==> config.mk <==
export PLATFORM = sky130hd
export DESIGN_NAME = ber_tlv_structure_checker_unit
export DESIGN_NICKNAME = d
export VERILOG_FILES = /design/src/hdl/bts_pkg.sv /design/src/hdl/bts_step.sv /design/src/hdl/ber_tlv_structure_checker_unit.sv
export SDC_FILE = /design/constraint.sdc
export NUM_CORES = 1
export LEC_CHECK = 0
export ABC_AREA = 1
export BUFFER_PORTS_ARGS = -buffer_cell sky130_fd_sc_hd__clkbuf_2
export CAP_MARGIN = 15
export CORE_ASPECT_RATIO = 0.7
export CORE_MARGIN = 8
export CORE_UTILIZATION = 30
export CTS_CLUSTER_DIAMETER = 50
export CTS_CLUSTER_SIZE = 25
export DETAILED_ROUTE_END_ITERATION = 10
export PLACE_DENSITY = 0.52
export SYNTH_ARGS = -nofsm -noshare
export SYNTH_HDL_FRONTEND = slang
export SYNTH_SLANG_ARGS = --single-unit
==> constraint.sdc <==
create_clock -name i_clk -period 1.7 [get_ports i_clk]
set_clock_uncertainty 0.05 [all_clocks]
set_input_delay 0.34 -clock i_clk [delete_from_list [all_inputs] [get_ports i_clk]]
set_output_delay 0.34 -clock i_clk [all_outputs]
set_load 0.01 [all_outputs]
==> src/hdl/bts_pkg.sv <==
package bts_pkg;

    // Default limit on the number of long-form length bytes.
    localparam int unsigned LEN_BYTES_MAX_DEF = 4;

    // Byte masks used while walking tags and lengths.
    localparam logic [7:0] TAG_NUM_MASK  = 8'h1f;
    localparam logic [7:0] MORE_BIT_MASK = 8'h80;
    localparam logic [7:0] LEN_CNT_MASK  = 8'h7f;

    typedef enum logic [2:0] {
        PH_TAG_FIRST = 3'd0,
        PH_TAG_MORE  = 3'd1,
        PH_LEN_FIRST = 3'd2,
        PH_LEN_MORE  = 3'd3,
        PH_VALUE     = 3'd4
    } t_phase;

    // Parse control state that travels between the top level and the step logic.
    typedef struct packed {
        t_phase phase;
        logic   err;
    } t_ctl;

endpackage

==> src/hdl/bts_step.sv <==
module bts_step #(
    parameter int unsigned LEN_BYTES_MAX = bts_pkg::LEN_BYTES_MAX_DEF
) (
    input  bts_pkg::t_ctl                          i_ctl,
    input  logic [$clog2(LEN_BYTES_MAX + 1) - 1:0] i_len_left,
    input  logic [8 * LEN_BYTES_MAX - 1:0]         i_val_left,
    input  logic [7:0]                             i_data_byte,
    input  logic                                   i_is_last,
    output bts_pkg::t_ctl                          o_ctl,
    output logic [$clog2(LEN_BYTES_MAX + 1) - 1:0] o_len_left,
    output logic [8 * LEN_BYTES_MAX - 1:0]         o_val_left,
    output logic                                   o_well_formed
);
    import bts_pkg::*;

    localparam int unsigned VW = 8 * LEN_BYTES_MAX;
    localparam int unsigned CW = $clog2(LEN_BYTES_MAX + 1);

    t_ctl          adv_ctl;
    logic [CW-1:0] adv_len;
    logic [VW-1:0] adv_val;
    logic [VW-1:0] shifted_val;
    logic [6:0]    len_cnt;
    logic [CW-1:0] len_dec;

    assign len_cnt     = 7'(i_data_byte & LEN_CNT_MASK);
    assign shifted_val = VW'({i_val_left, i_data_byte});
    assign len_dec     = i_len_left - CW'(1);

    // One byte of the walk, skipped entirely once an error has been seen.
    always_comb begin
        adv_ctl = i_ctl;
        adv_len = i_len_left;
        adv_val = i_val_left;
        if (!i_ctl.err) begin
            case (i_ctl.phase)
                PH_TAG_FIRST: begin
                    adv_ctl.phase = ((i_data_byte & TAG_NUM_MASK) == TAG_NUM_MASK) ?
                                    PH_TAG_MORE : PH_LEN_FIRST;
                end
                PH_TAG_MORE: begin
                    if ((i_data_byte & MORE_BIT_MASK) == 8'h00) begin
                        adv_ctl.phase = PH_LEN_FIRST;
                    end
                end
                PH_LEN_FIRST: begin
                    if ((i_data_byte & MORE_BIT_MASK) != 8'h00) begin
                        if (len_cnt > 7'(LEN_BYTES_MAX)) begin
                            adv_ctl.err = 1'b1;
                        end else if (len_cnt == 7'd0) begin
                            adv_val       = '0;
                            adv_ctl.phase = PH_TAG_FIRST;
                        end else begin
                            adv_len       = len_cnt[CW-1:0];
                            adv_val       = '0;
                            adv_ctl.phase = PH_LEN_MORE;
                        end
                    end else begin
                        adv_val       = VW'(i_data_byte);
                        adv_ctl.phase = (i_data_byte == 8'h00) ? PH_TAG_FIRST : PH_VALUE;
                    end
                end
                PH_LEN_MORE: begin
                    adv_val = shifted_val;
                    if (i_len_left != '0) begin
                        adv_len = len_dec;
                    end
                    if (i_len_left <= CW'(1)) begin
                        adv_ctl.phase = (shifted_val == '0) ? PH_TAG_FIRST : PH_VALUE;
                    end
                end
                PH_VALUE: begin
                    if (i_val_left != '0) begin
                        adv_val = i_val_left - VW'(1);
                    end
                    if (i_val_left <= VW'(1)) begin
                        adv_ctl.phase = PH_TAG_FIRST;
                    end
                end
                default: begin
                    adv_ctl.phase = PH_TAG_FIRST;
                end
            endcase
        end
    end

    // The last byte of a buffer reports and returns the walk to its start.
    always_comb begin
        o_well_formed = !adv_ctl.err && (adv_ctl.phase == PH_TAG_FIRST);
        if (i_is_last) begin
            o_ctl.phase = PH_TAG_FIRST;
            o_ctl.err   = 1'b0;
            o_len_left  = '0;
            o_val_left  = '0;
        end else begin
            o_ctl      = adv_ctl;
            o_len_left = adv_len;
            o_val_left = adv_val;
        end
    end

endmodule

==> src/hdl/ber_tlv_structure_checker_unit.sv <==
// A byte transferred into the input register is held there and, when it is the last byte
// of a buffer, its result is loaded into the result register, which drives o_valid.
// Throughput: one byte per cycle; the combinational step logic between the input register and
// the result register sets that figure. A result still waiting holds a last byte in the
// input register, and with it the input, until the result is transferred.
// Reset: i_rst_n is synchronous and active low; it empties both registers and returns the
// parser to the expect-first-tag-byte state with no error and zero counters.
module ber_tlv_structure_checker_unit #(
    parameter int unsigned LEN_BYTES_MAX = bts_pkg::LEN_BYTES_MAX_DEF
) (
    input  logic       i_clk,
    input  logic       i_rst_n,
    input  logic       i_valid,
    output logic       o_ready,
    input  logic [7:0] i_data_byte,
    input  logic       i_is_last,
    output logic       o_valid,
    input  logic       i_ready,
    output logic       o_well_formed
);
    import bts_pkg::*;

    localparam int unsigned VW = 8 * LEN_BYTES_MAX;
    localparam int unsigned CW = $clog2(LEN_BYTES_MAX + 1);

    // Input register: one byte and its end-of-buffer mark.
    logic          r_in_valid;
    logic [7:0]    r_data_byte;
    logic          r_is_last;

    // Parser state, updated as each byte leaves the input register.
    t_ctl          r_ctl;
    logic [CW-1:0] r_len_left;
    logic [VW-1:0] r_val_left;

    // Result register.
    logic          r_out_valid;
    logic          r_well_formed;

    t_ctl          n_ctl;
    logic [CW-1:0] n_len_left;
    logic [VW-1:0] n_val_left;
    logic          n_well_formed;

    logic          out_free;
    logic          advance;
    logic          in_xfer;

    bts_step #(
        .LEN_BYTES_MAX(LEN_BYTES_MAX)
    ) u_step (
        .i_ctl        (r_ctl),
        .i_len_left   (r_len_left),
        .i_val_left   (r_val_left),
        .i_data_byte  (r_data_byte),
        .i_is_last    (r_is_last),
        .o_ctl        (n_ctl),
        .o_len_left   (n_len_left),
        .o_val_left   (n_val_left),
        .o_well_formed(n_well_formed)
    );

    // A byte that is not the last one never needs the result slot, so it always moves on.
    // The last byte waits only when a previous result is still unclaimed.
    assign out_free = !r_out_valid || i_ready;
    assign advance  = r_in_valid && (!r_is_last || out_free);
    assign o_ready  = !r_in_valid || advance;
    assign in_xfer  = i_valid && o_ready;

    always_ff @(posedge i_clk) begin
        if (!i_rst_n) begin
            r_in_valid <= 1'b0;
        end else if (o_ready) begin
            r_in_valid <= i_valid;
        end
    end

    always_ff @(posedge i_clk) begin
        if (in_xfer) begin
            r_data_byte <= i_data_byte;
            r_is_last   <= i_is_last;
        end
    end

    always_ff @(posedge i_clk) begin
        if (!i_rst_n) begin
            r_ctl.phase <= PH_TAG_FIRST;
            r_ctl.err   <= 1'b0;
            r_len_left  <= '0;
            r_val_left  <= '0;
        end else if (advance) begin
            r_ctl      <= n_ctl;
            r_len_left <= n_len_left;
            r_val_left <= n_val_left;
        end
    end

    // The result slot loads on the last byte of a buffer and empties on an output transfer.
    always_ff @(posedge i_clk) begin
        if (!i_rst_n) begin
            r_out_valid <= 1'b0;
        end else if (advance && r_is_last) begin
            r_out_valid <= 1'b1;
        end else if (i_ready) begin
            r_out_valid <= 1'b0;
        end
    end

    always_ff @(posedge i_clk) begin
        if (advance && r_is_last) begin
            r_well_formed <= n_well_formed;
        end
    end

    assign o_valid       = r_out_valid;
    assign o_well_formed = r_well_formed;

endmodule
==> impl_metrics.yaml <==
sta:
  final.setup.worst_slack_ps: -130
  rsz0062_at_grt: "true"
  maxSlewHeadroom_pct: 74.3
  final-setup-viol-count: 32
  slew_violations: 0
  whs_ps: 167
  hold_viol_final: 0
  worst_slew_pin_slew_ps: 385
  finalCriticalPeriod_ps: 1830
  finalCritPeriodShare_pct: 108
  timing.fmax_mhz: 547
placement:
  place.gp.congestion: 0.881
  numPortBuffers: 15
  place_inst: 809
  detailed_place_hpwl_um: 8610
yosys:
  synth_cells: 562
  netlist_top_cells_area: "dfxtp_1 23%, nand2_1 14%, nand3_1 10%, edfxtp_1 8.4%, nor2_1 7.4%"
  synth.top_cell.area_share_pct: 23.0
  synth_top_family_by_area: "simple AND/OR/NAND/NOR gates"
  synth_seq_cells: 51
  synth_fa_ha_area_share_pct: 1.76
  synth_compound_area_share_pct: 15.8
  synth_largest_area_cell: "dfxtp_1"
  synth.yosys.warnings: 0
  synth_cell_types: 36
  avgSynthCellArea_um2: 6.34
  synth-simple-area-share_pct: 39.9
  yosysSeqAreaShare_pct: 31.4
  muxShareOfSynthArea_pct: 0
  syn-num-nets: 580
  synthXorXnorAreaFrac_pct: 0.737
  synth_area_um2: 3560
worst_setup_path:
  max_stage_delay_ps: 340
  critPathLaunchType: "register"
  crit_chain: "inv_4, ha_4, nand3_4, nor2_8, nand2_4, nor2_8, nand3_4, nand4_4, nor2_4, buf_12, clkbuf_16, nand2_1, a21oi_1"
  endpoint_kind: "register"
  criticalPathCategory: "register to register"
  worstPathRequired_ps: 1830
  arrival_ps: 1960
  slowest_stage: "dfxtp_2"
  crit_path_max_fanout: 6
routing:
  avgViaCountPerCell: 4.92
  vias: 4103
  wire_per_inst_um: 14.7
  drc: 0
  dr.pass1.iters: 5
  first_iter_violations: 311
  totalWireLength_um: 12300
  antenna_left: 0
layout:
  n_antenna_cell: 0
  regArea_um2: 1120
  area_growth_syn_to_layout_pct: 42.5
  multi_input_area_um2: 2280
  finalCoreUtilization_pct: 43.6
  fillers: 1217
  drive_above_1_share_pct: 33.4
  nets: 694
  layout.cells.non_filler: 834
grt:
  grt_max_degree: 37
  gr-total-overflow: 0
  grtUsageTotal_pct: 14.8
  busiest_layer: "met2"
  grt_use_met1_pct: 21.7
  grt_pass1_wl_um: 19100
  use_met3_pct: 2.40
  gr-usage-met2_pct: 22.5
  antenna_found_initial: 0
  grt_pass1_vias: 3833
floorplan:
  start_util_pct: 30.6
  rows: 33
  fp.dieH_um: 107
  num_io_pins: 16
  dieWidth_um: 146
  core_area_um2: 11600
  die_area_um2: 15700
clock_tree:
  htreeDepth: 2
  clkLatencyLatePin_ps: 290
  clockBufferDepth: 2
  cts.reportedPaths.clkPinSlew_ps: 70
  numCtsBuffers: 5
  cts_tree: "done"
  cts_root_buffer: "clkbuf_16"
  cts_sinks: 51
power_and_ir_drop:
  powerDensity_nw_per_um2: 506
  ir_drop_mv: 0.328
  total_power_w: 0.00257
  p_leak_nw: 2.29
status:
  violations: "negative setup slack"
  run_status: "complete, but fails checks"
flow_run:
  max_cap_viol_count: 0
hold_path:
  min_path_type: "input port to register"
metal layers:
layer	share of wire, %	routed length, um
met1	51	6280
met2	42	5160
met3	6.3	778
met4	0.67	82
met5	0	0
Yosys cell counts:
master,n
a21oi_1,46
a21oi_2,6
and3_1,1
buf_1,2
buf_2,3
buf_4,3
buf_6,3
clkbuf_1,7
clkinv_1,2
dfxtp_1,41
edfxtp_1,10
ha_1,5
inv_1,60
inv_2,9
nand2_1,131
nand2_2,4
nand2_4,2
nand3_1,73
nand3_2,3
nand3b_1,1
nand4_1,5
nand4_4,1
nor2_1,70
nor2_2,5
nor2_4,3
nor2_8,2
nor3_1,8
nor4_1,1
o2111ai_1,1
o21ai_0,36
o21ai_1,3
o21bai_1,3
o22ai_1,7
o32ai_1,1
or2_2,1
xor2_1,3
path summary, 6_finish.rpt:
path	start	endpoint	slack [ps]	depth (start not counted)
setup / recovery	r_val_left[1]	r_val_left[27]	-130	13
hold / removal	i_data_byte[2]	r_data_byte[2]	170	1
setup reg to reg	r_val_left[1]	r_val_left[27]	-130	13
hold reg to reg	r_val_left[1]	r_val_left[1]	460	2
registers in the layout, indices dropped and copies added, names as in the netlist:
register and count:
r_data_byte 8, r_ctl 4, o_valid 1, o_well_formed 1
r_is_last 1, r_len_left 3, r_in_valid 1, r_val_left 32
per-stage QoR:
step / area, um^2 / setup TNS (ps) / setup slack (ps)
CTS: 4710 / -1390 / -74.9
global placement: 4520 / -1760 / -65.6
global route: 5080 / -6710 / -220
finish: 5080 / -3480 / -130
floorplan: 3580 / 0 / 5.55
detailed placement: 4520 / -1910 / -75.8
area by class of cell:
cell class	count	share of cell area, %
timing repair buffer	125	20.9
multi-input combinational	422	44.9
inverter	71	5.35
tap	157	3.87
clock inverter	3	0.296
sequential	51	22.1
clock buffer	5	2.46
what timing repair did:
item                                    CTS  global route
endpoints found under the setup margin   33            39
hold buffers                              0             0
buffers inserted                          1            11
gates resized for setup                  13            61
pin swaps                                 1            15
cloned                                    0             5
power breakdown:
| group | switching (W) | internal (W) | total (W) | leakage, nW |
|---|---|---|---|---|
| combinational | 0.000162 | 0.000115 | 0.000277 | 1.79 |
| sequential | 0.0000169 | 0.00125 | 0.00127 | 0.430 |
| clock | 0.000480 | 0.000540 | 0.00102 | 0.0733 |
| total | 0.000659 | 0.00191 | 0.00257 | 2.29 |
cells in the final DEF, fill, tap and decap left out, types with 8 or more instances in the layout:
| cell | instances |
|---|---|
| dfxtp_1 | 38 |
| nand3_1 | 70 |
| clkbuf_2 | 15 |
| a21oi_2 | 9 |
| nand2_1 | 115 |
| inv_2 | 11 |
| edfxtp_1 | 10 |
| inv_1 | 56 |
| clkbuf_16 | 8 |
| o21ai_0 | 33 |
| a21oi_1 | 43 |
| nor2_4 | 10 |
| nand2_2 | 18 |
| nor2_1 | 45 |
| nor2_2 | 23 |
| buf_4 | 96 |
worst max-delay path, delay by kind of cell, from the launching register on:
family | cells | cell delay [ps]
fa+ha+maj | 1 | 150
compound gates | 1 | 50
buf+inv | 3 | 380
flops | 1 | 340
simple gates | 8 | 750
cells by family (layout without fill, tap and decap cells):
logic type / Yosys count / after routing
flops: 51 / 51
simple gates: 311 / 311
fa+ha+maj: 5 / 5
buf+inv: 89 / 204
compound gates: 103 / 103
xor+xnor: 3 / 3
Power figures use the tool's default switching activity.
